File: src/rtl/rhc_pkg.sv
// Shared types and constants for the RGB to HSV conversion pipeline.
package rhc_pkg;

    localparam int CH_W   = 8;
    localparam int HUE_W  = 15;
    localparam int HNUM_W = 14;
    localparam int SNUM_W = 16;

    typedef enum logic [1:0] {
        SEC_RED,
        SEC_GREEN,
        SEC_BLUE
    } sector_t;

    typedef struct packed {
        logic [CH_W-1:0] hi;
        sector_t         sector;
        logic            neg;
        logic            gray;
    } side_t;

endpackage

File: src/rtl/rhc_front.sv
// Front stage: max, min, delta, hue sector and scaled dividends.
module rhc_front #(
    parameter int HUE_FRAC_BITS = 6
) (
    input  logic                                    clk,
    input  logic                                    rst_n,
    input  logic                                    up_valid,
    output logic                                    up_ready,
    input  logic [rhc_pkg::CH_W-1:0]                red,
    input  logic [rhc_pkg::CH_W-1:0]                green,
    input  logic [rhc_pkg::CH_W-1:0]                blue,
    output logic                                    dn_valid,
    input  logic                                    dn_ready,
    output logic [rhc_pkg::HNUM_W+HUE_FRAC_BITS-1:0] rem_h,
    output logic [rhc_pkg::SNUM_W-1:0]              rem_s,
    output logic [rhc_pkg::CH_W-1:0]                delta,
    output rhc_pkg::side_t                          side
);
    import rhc_pkg::*;

    localparam int RH_W = HNUM_W + HUE_FRAC_BITS;

    logic [CH_W-1:0]   hi;
    logic [CH_W-1:0]   lo;
    logic [CH_W-1:0]   dlt;
    logic [CH_W-1:0]   op_a;
    logic [CH_W-1:0]   op_b;
    logic [CH_W-1:0]   mag;
    logic [HNUM_W-1:0] hnum;
    logic [SNUM_W-1:0] snum;
    side_t             side_next;

    logic              valid_reg;
    logic [RH_W-1:0]   rem_h_reg;
    logic [SNUM_W-1:0] rem_s_reg;
    logic [CH_W-1:0]   delta_reg;
    side_t             side_reg;

    always_comb
    begin
        hi = (red > green) ? red : green;
        hi = (hi > blue) ? hi : blue;
        lo = (red < green) ? red : green;
        lo = (lo < blue) ? lo : blue;
        dlt = hi - lo;

        if (red >= hi)
        begin
            side_next.sector = SEC_RED;
            op_a = green;
            op_b = blue;
        end
        else if (green >= hi)
        begin
            side_next.sector = SEC_GREEN;
            op_a = blue;
            op_b = red;
        end
        else
        begin
            side_next.sector = SEC_BLUE;
            op_a = red;
            op_b = green;
        end

        side_next.neg  = op_a < op_b;
        side_next.hi   = hi;
        side_next.gray = (dlt == '0);
        mag  = side_next.neg ? (op_b - op_a) : (op_a - op_b);
        // |diff| * 60
        hnum = ({{(HNUM_W-CH_W){1'b0}}, mag} << 6) - ({{(HNUM_W-CH_W){1'b0}}, mag} << 2);
        // delta * 255
        snum = {dlt, {CH_W{1'b0}}} - {{(SNUM_W-CH_W){1'b0}}, dlt};
    end

    assign up_ready = !valid_reg || dn_ready;

    always_ff @(posedge clk or negedge rst_n)
    begin
        if (!rst_n)
        begin
            valid_reg <= 1'b0;
        end
        else if (up_ready)
        begin
            valid_reg <= up_valid;
        end
    end

    always_ff @(posedge clk)
    begin
        if (up_ready && up_valid)
        begin
            rem_h_reg <= {hnum, {HUE_FRAC_BITS{1'b0}}};
            rem_s_reg <= snum;
            delta_reg <= dlt;
            side_reg  <= side_next;
        end
    end

    assign dn_valid = valid_reg;
    assign rem_h    = rem_h_reg;
    assign rem_s    = rem_s_reg;
    assign delta    = delta_reg;
    assign side     = side_reg;

endmodule

File: src/rtl/rhc_div.sv
// Pipelined restoring dividers for hue and saturation, one quotient bit per stage.
module rhc_div #(
    parameter int HUE_FRAC_BITS = 6
) (
    input  logic                                     clk,
    input  logic                                     rst_n,
    input  logic                                     up_valid,
    output logic                                     up_ready,
    input  logic [rhc_pkg::HNUM_W+HUE_FRAC_BITS-1:0] rem_h,
    input  logic [rhc_pkg::SNUM_W-1:0]               rem_s,
    input  logic [rhc_pkg::CH_W-1:0]                 delta,
    input  rhc_pkg::side_t                           side,
    output logic                                     dn_valid,
    input  logic                                     dn_ready,
    output logic [HUE_FRAC_BITS+5:0]                 quo_h,
    output logic [rhc_pkg::CH_W-1:0]                 quo_s,
    output rhc_pkg::side_t                           side_out
);
    import rhc_pkg::*;

    localparam int RH_W = HNUM_W + HUE_FRAC_BITS;
    localparam int QH   = HUE_FRAC_BITS + 6;
    localparam int NSTG = (QH > CH_W) ? QH : CH_W;

    logic              in_v  [NSTG];
    logic [RH_W-1:0]   in_rh [NSTG];
    logic [SNUM_W-1:0] in_rs [NSTG];
    logic [QH-1:0]     in_qh [NSTG];
    logic [CH_W-1:0]   in_qs [NSTG];
    logic [CH_W-1:0]   in_dh [NSTG];
    side_t             in_sd [NSTG];

    logic              st_v  [NSTG];
    logic [RH_W-1:0]   st_rh [NSTG];
    logic [SNUM_W-1:0] st_rs [NSTG];
    logic [QH-1:0]     st_qh [NSTG];
    logic [CH_W-1:0]   st_qs [NSTG];
    logic [CH_W-1:0]   st_dh [NSTG];
    side_t             st_sd [NSTG];

    logic              rdy [NSTG+1];

    assign rdy[NSTG] = dn_ready;
    assign up_ready  = rdy[0];

    genvar s;
    generate
        for (s = 0; s < NSTG; s++)
        begin : g_stg
            logic              valid_reg;
            logic [RH_W-1:0]   rh_reg;
            logic [SNUM_W-1:0] rs_reg;
            logic [QH-1:0]     qh_reg;
            logic [CH_W-1:0]   qs_reg;
            logic [CH_W-1:0]   dh_reg;
            side_t             sd_reg;
            logic [RH_W-1:0]   rh_next;
            logic [SNUM_W-1:0] rs_next;
            logic [QH-1:0]     qh_next;
            logic [CH_W-1:0]   qs_next;

            if (s == 0)
            begin : g_first
                assign in_v[s]  = up_valid;
                assign in_rh[s] = rem_h;
                assign in_rs[s] = rem_s;
                assign in_qh[s] = '0;
                assign in_qs[s] = '0;
                assign in_dh[s] = delta;
                assign in_sd[s] = side;
            end
            else
            begin : g_next
                assign in_v[s]  = st_v[s-1];
                assign in_rh[s] = st_rh[s-1];
                assign in_rs[s] = st_rs[s-1];
                assign in_qh[s] = st_qh[s-1];
                assign in_qs[s] = st_qs[s-1];
                assign in_dh[s] = st_dh[s-1];
                assign in_sd[s] = st_sd[s-1];
            end

            if (s < QH)
            begin : g_hue
                localparam int KH = QH - 1 - s;
                logic [RH_W-1:0] trial_h;
                assign trial_h = {{(RH_W-CH_W){1'b0}}, in_dh[s]} << KH;
                always_comb
                begin
                    rh_next = in_rh[s];
                    qh_next = in_qh[s];
                    if (in_rh[s] >= trial_h)
                    begin
                        rh_next     = in_rh[s] - trial_h;
                        qh_next[KH] = 1'b1;
                    end
                end
            end
            else
            begin : g_hue_pass
                assign rh_next = in_rh[s];
                assign qh_next = in_qh[s];
            end

            if (s < CH_W)
            begin : g_sat
                localparam int KS = CH_W - 1 - s;
                logic [SNUM_W-1:0] trial_s;
                assign trial_s = {{(SNUM_W-CH_W){1'b0}}, in_sd[s].hi} << KS;
                always_comb
                begin
                    rs_next = in_rs[s];
                    qs_next = in_qs[s];
                    if (in_rs[s] >= trial_s)
                    begin
                        rs_next     = in_rs[s] - trial_s;
                        qs_next[KS] = 1'b1;
                    end
                end
            end
            else
            begin : g_sat_pass
                assign rs_next = in_rs[s];
                assign qs_next = in_qs[s];
            end

            assign rdy[s] = !valid_reg || rdy[s+1];

            always_ff @(posedge clk or negedge rst_n)
            begin
                if (!rst_n)
                begin
                    valid_reg <= 1'b0;
                end
                else if (rdy[s])
                begin
                    valid_reg <= in_v[s];
                end
            end

            always_ff @(posedge clk)
            begin
                if (rdy[s] && in_v[s])
                begin
                    rh_reg <= rh_next;
                    rs_reg <= rs_next;
                    qh_reg <= qh_next;
                    qs_reg <= qs_next;
                    dh_reg <= in_dh[s];
                    sd_reg <= in_sd[s];
                end
            end

            assign st_v[s]  = valid_reg;
            assign st_rh[s] = rh_reg;
            assign st_rs[s] = rs_reg;
            assign st_qh[s] = qh_reg;
            assign st_qs[s] = qs_reg;
            assign st_dh[s] = dh_reg;
            assign st_sd[s] = sd_reg;
        end
    endgenerate

    assign dn_valid = st_v[NSTG-1];
    assign quo_h    = st_qh[NSTG-1];
    assign quo_s    = st_qs[NSTG-1];
    assign side_out = st_sd[NSTG-1];

endmodule

File: src/rtl/rhc_back.sv
// Back stage: sector offset, sign, wrap, gray override and output register.
module rhc_back #(
    parameter int HUE_FRAC_BITS = 6
) (
    input  logic                        clk,
    input  logic                        rst_n,
    input  logic                        up_valid,
    output logic                        up_ready,
    input  logic [HUE_FRAC_BITS+5:0]    quo_h,
    input  logic [rhc_pkg::CH_W-1:0]    quo_s,
    input  rhc_pkg::side_t              side,
    output logic                        hsv_valid,
    input  logic                        hsv_stall,
    output logic [rhc_pkg::HUE_W-1:0]   hue,
    output logic [rhc_pkg::CH_W-1:0]    saturation,
    output logic [rhc_pkg::CH_W-1:0]    brightness,
    output logic                        gray_flag
);
    import rhc_pkg::*;

    localparam int HW    = $clog2(360 * (2 ** HUE_FRAC_BITS) + 1);
    localparam int HFW   = (HW > HUE_W) ? HW : HUE_W;
    localparam int SIXTH = 60 * (2 ** HUE_FRAC_BITS);

    logic [HFW-1:0]  q;
    logic [HFW-1:0]  hue_full;
    logic [HUE_W-1:0] hue_next;
    logic [CH_W-1:0]  sat_next;

    logic             valid_reg;
    logic [HUE_W-1:0] hue_reg;
    logic [CH_W-1:0]  sat_reg;
    logic [CH_W-1:0]  bri_reg;
    logic             gray_reg;

    always_comb
    begin
        q = HFW'(quo_h);
        case (side.sector)
            SEC_RED:
            begin
                if (side.neg && (q != '0))
                    hue_full = HFW'(6 * SIXTH) - q;
                else
                    hue_full = q;
            end
            SEC_GREEN:
            begin
                hue_full = side.neg ? (HFW'(2 * SIXTH) - q) : (HFW'(2 * SIXTH) + q);
            end
            SEC_BLUE:
            begin
                hue_full = side.neg ? (HFW'(4 * SIXTH) - q) : (HFW'(4 * SIXTH) + q);
            end
            default:
            begin
                hue_full = '0;
            end
        endcase
        hue_next = side.gray ? '0 : hue_full[HUE_W-1:0];
        sat_next = side.gray ? '0 : quo_s;
    end

    assign up_ready = !valid_reg || !hsv_stall;

    always_ff @(posedge clk or negedge rst_n)
    begin
        if (!rst_n)
        begin
            valid_reg <= 1'b0;
        end
        else if (up_ready)
        begin
            valid_reg <= up_valid;
        end
    end

    always_ff @(posedge clk)
    begin
        if (up_ready && up_valid)
        begin
            hue_reg  <= hue_next;
            sat_reg  <= sat_next;
            bri_reg  <= side.hi;
            gray_reg <= side.gray;
        end
    end

    assign hsv_valid  = valid_reg;
    assign hue        = hue_reg;
    assign saturation = sat_reg;
    assign brightness = bri_reg;
    assign gray_flag  = gray_reg;

endmodule

File: src/rtl/rgb_to_hsv_convert_core.sv
// Top level of the pipelined RGB to HSV pixel converter.
//
//  channel | valid     | stall     | word
//  --------+-----------+-----------+---------------------------------------
//  pixel   | pix_valid | pix_stall | red, green, blue
//  hsv     | hsv_valid | hsv_stall | hue, saturation, brightness, gray_flag
//
// One word per cycle sustained while hsv_stall is low. Each pixel passes through
// the front stage, one restoring-divider stage per quotient bit of the wider
// of hue and saturation dividers (which run alongside) and the output register.
// Reset empties every stage. A stall on hsv only holds stages that are full;
// bubbles close up, so pix_stall rises only when the whole pipe is full.
module rgb_to_hsv_convert_core #(
    parameter int HUE_FRAC_BITS = 6
) (
    input  logic                        clk,
    input  logic                        rst_n,
    input  logic                        pix_valid,
    output logic                        pix_stall,
    input  logic [rhc_pkg::CH_W-1:0]    red,
    input  logic [rhc_pkg::CH_W-1:0]    green,
    input  logic [rhc_pkg::CH_W-1:0]    blue,
    output logic                        hsv_valid,
    input  logic                        hsv_stall,
    output logic [rhc_pkg::HUE_W-1:0]   hue,
    output logic [rhc_pkg::CH_W-1:0]    saturation,
    output logic [rhc_pkg::CH_W-1:0]    brightness,
    output logic                        gray_flag
);
    import rhc_pkg::*;

    localparam int RH_W = HNUM_W + HUE_FRAC_BITS;
    localparam int QH   = HUE_FRAC_BITS + 6;

    logic              front_ready;
    logic              f_valid;
    logic              f_ready;
    logic [RH_W-1:0]   f_rem_h;
    logic [SNUM_W-1:0] f_rem_s;
    logic [CH_W-1:0]   f_delta;
    side_t             f_side;

    logic              d_valid;
    logic              d_ready;
    logic [QH-1:0]     d_quo_h;
    logic [CH_W-1:0]   d_quo_s;
    side_t             d_side;

    rhc_front #(
        .HUE_FRAC_BITS (HUE_FRAC_BITS)
    ) u_front (
        .clk      (clk),
        .rst_n    (rst_n),
        .up_valid (pix_valid),
        .up_ready (front_ready),
        .red      (red),
        .green    (green),
        .blue     (blue),
        .dn_valid (f_valid),
        .dn_ready (f_ready),
        .rem_h    (f_rem_h),
        .rem_s    (f_rem_s),
        .delta    (f_delta),
        .side     (f_side)
    );

    rhc_div #(
        .HUE_FRAC_BITS (HUE_FRAC_BITS)
    ) u_div (
        .clk      (clk),
        .rst_n    (rst_n),
        .up_valid (f_valid),
        .up_ready (f_ready),
        .rem_h    (f_rem_h),
        .rem_s    (f_rem_s),
        .delta    (f_delta),
        .side     (f_side),
        .dn_valid (d_valid),
        .dn_ready (d_ready),
        .quo_h    (d_quo_h),
        .quo_s    (d_quo_s),
        .side_out (d_side)
    );

    rhc_back #(
        .HUE_FRAC_BITS (HUE_FRAC_BITS)
    ) u_back (
        .clk        (clk),
        .rst_n      (rst_n),
        .up_valid   (d_valid),
        .up_ready   (d_ready),
        .quo_h      (d_quo_h),
        .quo_s      (d_quo_s),
        .side       (d_side),
        .hsv_valid  (hsv_valid),
        .hsv_stall  (hsv_stall),
        .hue        (hue),
        .saturation (saturation),
        .brightness (brightness),
        .gray_flag  (gray_flag)
    );

    assign pix_stall = !front_ready;

endmodule
File: config.mk
export PLATFORM = sky130hd
export DESIGN_NAME = rgb_to_hsv_convert_core
export DESIGN_NICKNAME = d
export VERILOG_FILES = /design/src/rtl/rhc_pkg.sv /design/src/rtl/rhc_front.sv /design/src/rtl/rhc_div.sv /design/src/rtl/rhc_back.sv /design/src/rtl/rgb_to_hsv_convert_core.sv
export SDC_FILE = /design/constraint.sdc
export NUM_CORES = 1
export LEC_CHECK = 0
export ABC_CLOCK_PERIOD_IN_PS = 18200
export BUFFER_PORTS_ARGS = -buffer_cell sky130_fd_sc_hd__buf_2
export CAP_MARGIN = 20
export CORE_UTILIZATION = 30
export CTS_BUF_LIST = sky130_fd_sc_hd__clkbuf_4
export CTS_CLUSTER_DIAMETER = 150
export DETAILED_ROUTE_END_ITERATION = 10
export GPL_ROUTABILITY_DRIVEN = 0
export HOLD_SLACK_MARGIN = 0.05
export PLACE_DENSITY = 0.45
export SETUP_SLACK_MARGIN = 0.5
export SLEW_MARGIN = 10
export SYNTH_ARGS = -nofsm -noshare
export SYNTH_HDL_FRONTEND = slang
export SYNTH_HIERARCHICAL = 1
export SYNTH_SLANG_ARGS = --single-unit
File: constraint.sdc
create_clock -name clk -period 18.2 [get_ports clk]
set_input_delay 3.64 -clock clk [delete_from_list [all_inputs] [get_ports clk]]
set_output_delay 3.64 -clock clk [all_outputs]
set_load 0.1 [all_outputs]
; ---- After elaboration in Yosys (flattened, before gate mapping)
; Index checks and enable logic that the tools add are counted.
; W data, S select, Z words.
[word_totals]
register_bits = 806
inputBits = 28
wordCells = 284
[op_classes]
n_addsub = 28
order_cmp = 27
eq_ne = 2
muxes = 34
n_reduce_logical = 48
[op_table]
columns = cell, count
row1 = $mux W20, 11
row2 = $mux W16, 7
row3 = $mux W8, 9
row4 = $mux W15, 3
row5 = $pmux W15 S3, 1
row6 = $lt A8 B8 Y1, 3
row7 = $sub A8 B8 Y8, 3
row8 = $ge A20 B10 Y1, 1
row9 = $ge A20 B11 Y1, 1
row10 = $ge A20 B12 Y1, 1
row11 = $ge A20 B13 Y1, 1
row12 = $ge A20 B14 Y1, 1
row13 = $ge A20 B15 Y1, 1
row14 = $ge A20 B16 Y1, 1
row15 = $ge A20 B17 Y1, 1
row16 = $ge A20 B18 Y1, 1
row17 = $ge A20 B19 Y1, 1
row18 = $ge A20 B8 Y1, 1
row19 = $ge A20 B9 Y1, 1
row20 = $sub A20 B10 Y20, 1
row21 = $sub A20 B11 Y20, 1
row22 = $sub A20 B12 Y20, 1
row23 = $sub A20 B13 Y20, 1
row24 = $sub A20 B14 Y20, 1
row25 = 40 further kinds, 85

; ---- Longest topological paths before layout
; Gate-level depths: netlist of the first run.
[logic_depth]
word_depth = 16
mapped_depth = 48

; ---- By module
; Netlist of the first run, hierarchy kept.
[modules_own_cells]
columns = mod, n_inst, cells_each, area_per_inst_um2, seq_area_each_um2
row1 = rhc_div, 1, 2400, 32800.2, 21620.7
row2 = rhc_front, 1, 580, 5177.5, 1436.4
row3 = rhc_back, 1, 179, 1950.6, 985.9
row4 = rgb_to_hsv_convert_core, 1, 1, 3.8, 0.0

; ---- Worst setup path before layout of the first run
; OpenSTA, ideal clock, no wires.
[synth_path]
path_kind = input to register
startpoint = input green[3] in the netlist's numbering
endpoint = register u_front.rem_h_reg[16] (netlist: u_front/rem_h[16]) (data pin)
setup_time_ns = 0.268
arrival_time_ns = 12.529
path_slack_ns = 5.402
stages = 45
cell_sequence = inv_1 ha_1 and4_1 nor2_1 a21boi_2 nor2_4 mux2_2 ha_1 and3_4 a221o_1 a22o_1 buf_4 clkbuf_1 o21ai_0 inv_1 ha_1 a21o_1 a21oi_1 [9 not listed] ha_1 nor2b_1 o21ai_1 a21oi_1 o41ai_4 mux2i_1 a221oi_1 o21a_1 xnor2_1 inv_1 ha_1 nand2_1 or3_1 a211oi_1 a211oi_1 maj3_2 o21ai_1 xnor2_1
[synth_between]
elab_chain_len = 10
[synth_rtl]
columns = item, line_no
row1 = start: declaration, rgb_to_hsv_convert_core.sv:21  ; input logic [rhc_pkg::CH_W-1:0] green,
row2 = $gt A8 B8 Y1, rhc_front.sv:41  ; hi = (red > green) ? red : green;
row3 = $mux W8 (*), rhc_front.sv:41
row4 = $gt A8 B8 Y1, rhc_front.sv:42  ; hi = (hi > blue) ? hi : blue;
row5 = $mux W8 (*), rhc_front.sv:42
row6 = via u_front.hi[5], rhc_front.sv:23  ; logic [CH_W-1:0] hi;
row7 = $ge A8 B8 Y1, rhc_front.sv:53  ; else if (green >= hi)
row8 = $mux W8, rhc_front.sv:53
row9 = $mux W8, rhc_front.sv:47  ; if (red >= hi)
row10 = $sub A8 B8 Y8 / $lt A8 B8 Y1 (equally long branches), "rhc_front.sv:69, rhc_front.sv:66"
row11 = $mux W8 (*), rhc_front.sv:69  ; mag = side_next.neg ? (op_b - op_a) : (op_a - op_b);
row12 = $sub A14 B10 Y14 (*), rhc_front.sv:71  ; hnum = ({{(HNUM_W-CH_W){1'b0}}, mag} << 6) - ({{(HNUM_W-CH_W){1'b0}}, mag} << 2);
row13 = via u_front.hnum[10], rhc_front.sv:29  ; logic [HNUM_W-1:0] hnum;
row14 = end signal: assignment, rhc_front.sv:94  ; rem_h_reg <= {hnum, {HUE_FRAC_BITS{1'b0}}};
row15 = end: declaration, rhc_front.sv:34  ; logic [RH_W-1:0] rem_h_reg;
; The timed path passes the listed nets; every way through them passes the cells marked *.
; A chain may end at the register's enable or synchronous reset.

; ---- Worst setup path after layout of the first run
[layout_path]
startpoint = input green[2] in the netlist's numbering
endpoint = register u_front.rem_h_reg[16] (netlist: u_front/rem_h[16]) (data pin)
; The elaborated chain is that of the path after synthesis.

==> results of run 1 <==
==> layer usage <==
layer  share of wire [%]  GRT usage, %  routed length, µm
met4                 3.6          5.79               2810
met2                  50          20.5              38900
met3                 3.8          2.71               2920
met1                  42          12.7              32700
met5               0.044             0                 34
==> kinds of logic (layout without fill, tap and decap cells) <==
group | Yosys count | in the layout | synth area share (%)
adders and majority gates | 253 | 253 | 8.30
other | 1 | 9 | 0.00939
and+or+nand+nor | 841 | 841 | 10.8
muxes | 93 | 93 | 2.56
buffers and inverters | 350 | 752 | 3.46
xor gates and xnor gates | 173 | 173 | 3.88
DFF | 803 | 803 | 60.2
AOI/OAI and AO/OA | 646 | 646 | 10.7
==> final timing paths <==
check / to / slack (ns) / cells after the start
max: u_front/rem_h[16] / 5.21 / 46
min: u_div/g_stg[1].qs_reg[7] / 0.39 / 0
max reg2reg: u_front/rem_s[3] / 14.74 / 9
min reg2reg: u_div/g_stg[1].qs_reg[7] / 0.39 / 0
max in group asynchronous: u_front/dn_valid / 15.37 / 1
min in group asynchronous: u_div/g_stg[8].valid_reg / 2.53 / 1
==> layout make-up <==
cell class,instances,share of cell area [%]
Timing Repair Buffer,83,1.07
Antenna cell,1,0.00554
Clock buffer,318,5.28
Multi-Input combinational cell,2014,32.3
Clock inverter,56,0.798
Tap cell,1755,4.86
Inverter,295,2.45
Sequential cell,803,53.2
==> synthesized netlist by cell type, drive strengths merged, types with 20 or more instances <==
cell	number	area, µm²
a211oi	30	230
a21boi	20	154
a21o	43	330
a21oi	150	770
buf	29	175
clkbuf	26	97.6
edfxtp	789	23700
fa	20	400
ha	232	2900
inv	295	1110
mux2	59	668
mux2i	34	353
nand2	191	717
nand2b	43	269
nand3	45	225
nand4	25	156
nor2	207	787
nor2b	55	344
nor3	74	375
nor4	43	275
o21a	40	300
o21ai	195	980
o31a	24	210
o31ai	21	181
or3	30	188
or4	22	176
xnor2	100	910
xor2	73	639
==> per-stage QoR <==
| step | instance area [µm²] | worst slack [ns] |
|---|---|---|
| 2_1_floorplan | 40000 | 5.40 |
| 3_3_place_gp | 42400 | 4.38 |
| 3_5_place_dp | 42400 | 4.23 |
| 4_1_cts | 45100 | 5.42 |
| 5_1_grt | 45200 | 4.57 |
| 6_report | 45200 | 5.21 |
==> power by group through the flow <==
stage / logic [W] / registers, W / clock network, W
5_1_grt: 0.00334 / 0.00315 / 0.00172
4_1_cts: 0.00301 / 0.00309 / 0.00163
3_3_place_gp: 0.00299 / 0.00313 / 0
3_5_place_dp: 0.00299 / 0.00313 / 0
2_1_floorplan: 0.00226 / 0.00314 / 0
6_report: 0.00298 / 0.00308 / 0.00154
==> impl_results.md, run 1 <==
* Status: complete, no violations
* Sequential share of the synthesized area at between 60% and 70%
* Root buf cell: clkbuf_4
* Layout cells sized above 1 at between 15 and 20%
* Cts hold-fix bufs at 0
* Dpl hpwl at 57.5 mm
* Initial antenna violation count at 4
* Pre-antenna DRT Iters at 6
* Cell variety after synth at 108
* Fin util at between 30% and 40%
* Crit end category: flop
* Cells after DPL at between 4000 and 5000
* Detailed-route wire length at a little under 80 mm
* Area of the multi-input gates at 0.0146 mm²
* Final hold violation count at 0
* Seq. cell area at roughly 0.024 mm²
* Fin. max-slew vios at 0
* Core ar. at roughly 0.13 mm²
* Hold Path Class: reg2reg
* Synthesized area at between 0.03 and 0.04 mm²
* Period utilization at a little under three quarters
* Logic pwr share at 39.1%
* Largest register FFs at 220
* Min Tclk post-route at ~13 ns
* Final setup fails at 0
* Fin cells at approximately 5300
* DR vias at 24200
* WS Path Type: in2reg
* # clock sinks at approximately 800
* Die H at approximately 370 µm
* Critical Path Max Stage Delay at between 0.4 and 0.5 ns
* Worst-Margin Slew at 1.01 ns
* # DRC at 0
* FF-to-FF Start: u_back/hsv_valid
* Tot Pwr at roughly 0.0076 W
* Crit path max-delay cell type: o21ai_0
* Seq pwr share at between 40% and 50%
* PortBufs at 61
* Remaining Overflow, GRT at 0
* Startpoint types: input pin
* GR Util All Layers at a little under an eighth
* CTS tree: done
* Clk_lat worst skew at ~1.1 ns
* Final hold slack at around 0.39 ns
* Routed WL per cell at 14.5 µm
* Clock power share at ~20%
* Internal power at roughly 0.0049 W
* Peak supply drop at ~0.000096 V
* P_sw at approximately 0.0027 W
* EDFF count, synth at 789
* Syn Area/Cell at between 10 and 15 µm²
* PwrDens at roughly 170 mW/mm²
* Most frequent cells in the layout: edfxtp_1 (789), clkbuf_4 (318), inv_1 (291), ha_1 (232), nor2_1 (204)
* Die W at ~370 µm
* Largest net degree at the start of global routing at slightly above 70
* Worst EP required at 18.93 ns
* Max cap viols at 0
* Fill cells at around 13000
* Synth-to-Final Area Change at 13.1%
* Switching share of total power at approximately 36%
* Async S/R FF share, synth at under 10%
* Post-CTS sizing at 0
* Die area at around 0.13 mm²
* Global-route wire length before repair at ~130 mm
* Leak pwr at between 15 and 20 nW
* Syn Inst Count at 3160
* HP Start: u_div/g_stg[0].qs_reg[7]
* Synth Flop Type: edfxtp_1
* CTS Buffer Depth at 3
* Nets at 3692
* Most common cell after layout, fill and taps aside: edfxtp_1
* Crit path launch: green[2]
* Vias in the first global route at around 25000
* Number of synthesis warnings at 6
* CP top delay family: compound AO/OA/AOI/OAI gates
* Slew headroom at between 30% and 40%
* Ports at 62
* Clock Pin Slew Worst Setup and Hold Paths at ~0.060 ns
* Synth Register Bits at around 800
* Vias/cell at between 4 and 5
* Num CTS Buffers at 215
* Worst Path Arrival at 13.71 ns
* Fin Setup TNS at 0 ns
* Crit Path Max Fanout at 19
* Initial DRC Count at 1207
* H-tree Lvls at 4
* Row cnt at about 130
* Fmax at around 77 MHz
* Clk_skew at slightly below 0.06 ns
* RSZ-0062 raised after global routing: no
* Worst Path Buf+Inv at 6
* Initial Util at 30.3%
* Setup Buffers After CTS at 0
* Post-route ant nets at 0
Note: power is estimated with default switching activity, not from simulation.
==> run 2: changes to the inputs <==
- ABC_AREA: not set -> 1
- ABC_CLOCK_PERIOD_IN_PS: 18200 -> 11010
- PLACE_DENSITY: 0.45 -> 0.46
- clock period: 18.2 -> 11.01 ns (I/O delays scaled with it)
==> impl_results.md, run 2 <==
* DR vias at 28300 (+17%)
* FF-to-FF Start: u_back/hsv_valid
* Synthesized area at 0.0422 mm² (+5.7%)
* Die W at 377 µm (+2.8%)
* Routed WL per cell at 13.5 µm (-7.2%)
* Setup ws final at 1.37 ns (-3.84 ns)
* Worst Path Arrival at 10.51 ns (-3.20 ns)
* Core ar. at 0.140 mm² (+5.9%)
* Fin cells at 6452 (+21%)
* Vias in the first global route at 28700 (+17%)
* Vias/cell at 4.39 (-3.4%)
* Nets at 4686 (+27%)
* Worst-Margin Slew at 0.874 ns (-0.133 ns)
* Cts hold-fix bufs at 0 (unchanged)
* Global-route wire length before repair at 141 mm (+13%)
* HP Start: u_div/g_stg[7].sd_reg[0]
* Fin Setup TNS at 0 ns (unchanged)
* Period utilization at 87.5%
* Post-route ant nets at 0 (unchanged)
* Ports at 62 (unchanged)
* Fmax at just over 100 MHz
* Clk_lat worst skew at 1.15 ns (+0.10 ns)
* Layout cells sized above 1 at 13.6% (-2.3 points)
* Cell variety after synth at 69 (-36%)
* Flop-to-flop setup slack at 8.18 ns (-6.56 ns)
* Number of synthesis warnings at 6 (unchanged)
* Peak supply drop at 0.000146 V (+53%)
* Remaining Overflow, GRT at 0 (unchanged)
* Fin util at 34.1% (-0.17 points)
* Top-count cell post-synth: nand2_1
* PortBufs at 61 (unchanged)
* Syn Area/Cell at 10.2 µm² (-19%)
* Synth Register Bits at 803 (unchanged)
* Most frequent CP cell: nand2_1
* Crit path max-delay cell type: a21oi_2
* WS Path Type: in2reg
* GR Util All Layers at 12.3% (+0.85 points)
* Most common cell after layout, fill and taps aside: nand2_1
* Post-Place Worst Slack at 0.263 ns (-3.97 ns)
* PwrDens at 304 mW/mm² (+81%)
* Final hold violation count at 0 (unchanged)
* Syn Inst Count at 4148 (+31%)
* Post-synth top area share at 56.1% (-3.2 points)
* Initial DRC Count at 1422 (+18%)
* Initial Util at 30.3% (-0.046 points)
* RSZ-0062 raised after global routing: no
* Synth Flop Type: edfxtp_1
* Setup Buffers After CTS at 0 (unchanged)
* Dpl hpwl at 66.6 mm (+16%)
* Sequential share of the synthesized area at 57.0% (-3.3 points)
* Final setup fails at 0 (unchanged)
* Largest net degree at the start of global routing at 66 (-7.0%)
* Leak pwr at 20.0 nW (+17%)
* Yosys top cell by area: edfxtp_1
* Hold Path Class: reg2reg
* Root buf cell: clkbuf_4
* H-tree Lvls at 4 (unchanged)
* Worst EP required at 11.88 ns (-7.05 ns)
* Die area at 0.142 mm² (+5.7%)
* Synth top area cells: edfxtp_1 (56%), nand2_1 (7.7%), ha_1 (6.9%)
* Fin. max-slew vios at 0 (unchanged)
* Pre-antenna DRT Iters at 5 (-1)
* Clock Pin Slew Worst Setup and Hold Paths at 0.06 ns (about the same)
* EDFF count, synth at 789 (unchanged)
* Die H at 377 µm (+2.8%)
* Slew headroom at 41.7% (+9.4 points)
* Detailed-route wire length at 87.0 mm (+12%)
* Async S/R FF share, synth at 1.74% (unchanged)
* Post-CTS sizing at 0 (unchanged)
* Max cap viols at 0 (unchanged)
* Initial antenna violation count at 2 (-2)
* Cells after DPL at 6063 (+23%)
* Synth-to-Final Area Change at 12.7%
* Status: complete, no violations
* Min Tclk post-route at ~9.6 ns
* CTS tree: done
* # clock sinks at 803 (unchanged)
* Crit end category: flop
* Clk_skew at 0.0617 ns (+0.00381 ns)
* Most frequent cells in the layout: nand2_1 (869), edfxtp_1 (789), inv_1 (614), nor2_1 (332), clkbuf_4 (323)
* Commonest cells in the netlist: nand2_1 (869), edfxtp_1 (789), inv_1 (620)
* Crit path launch: green[7]
* Largest register FFs at 220 (unchanged)
* Crit Path Max Fanout at 18 (-1)
* Row cnt at 137 (+3.0%)
* CTS Buffer Depth at 3 (unchanged)
* # DRC at 0 (unchanged)
* Critical Path Max Stage Delay at 0.53 ns (+0.05 ns)
* Num CTS Buffers at 217 (+0.93%)
* Startpoint types: input pin
[run 2: final timing paths]
| kind | cells past startpoint | endpoint |
|---|---|---|
| max in group asynchronous | 1 | u_div/g_stg[1].valid_reg |
| setup reg to reg | 10 | u_div/g_stg[1].rs_reg[4] |
| hold / removal | 0 | u_div/g_stg[8].sd_reg[0] |
| setup / recovery | 48 | u_front/rem_h[19] |
| hold reg to reg | 0 | u_div/g_stg[8].sd_reg[0] |
| min in group asynchronous | 1 | u_div/g_stg[7].valid_reg |
[run 2: cell type report]
cell class	instances	area, µm²
Clock buffer	323	2420
Clock inverter	59	387
Timing Repair Buffer	80	448
Sequential cell	803	24000
Multi-Input combinational cell	2653	15500
Inverter	651	2450
Tap cell	1876	2350
Fill cell	14300	92000
Antenna cell	7	17.5
[run 2: through the flow]
stage               power [W]  area [µm²]  hold WS, ns
finish                 0.0145       47600        0.375
global route           0.0158       47600        0.378
CTS                    0.0147       47600        0.373
detailed placement     0.0120       44800        0.405
global placement       0.0119       44800        0.401
floorplan              0.0104       42200        0.400
[run 2: kinds of logic after synthesis]
group / Yosys count / share of synthesized area [%]
AOI/OAI and AO/OA: 547 / 7.76
xor gates and xnor gates: 143 / 3.02
adders and majority gates: 252 / 7.83
buffers and inverters: 699 / 6.65
DFF: 803 / 57.0
other: 1 / 0.00888
and+or+nand+nor: 1703 / 17.8
[run 2: worst max-delay path: cells and delay by family]
family | cells | cell delay [ns]
compound gates | 14 | 3.09
simple gates | 20 | 2.49
fa+ha+maj | 5 | 1.55
buf+inv | 8 | 0.80
xor+xnor | 1 | 0.30
[run 2: per-layer routing]
metal,global-route usage [%],vias up,share of wire (%)
met5,0,-,0
met4,5.61,0,3.0
met3,2.48,188,3.4
met2,22.8,446,52
met1,13.4,13000,42
li1,-,14700,-
[run 2: power by group]
part	internal (W)	switching, W
clock network	0.00140	0.00124
registers	0.00490	0.000530
logic	0.00218	0.00422
total	0.00847	0.00599
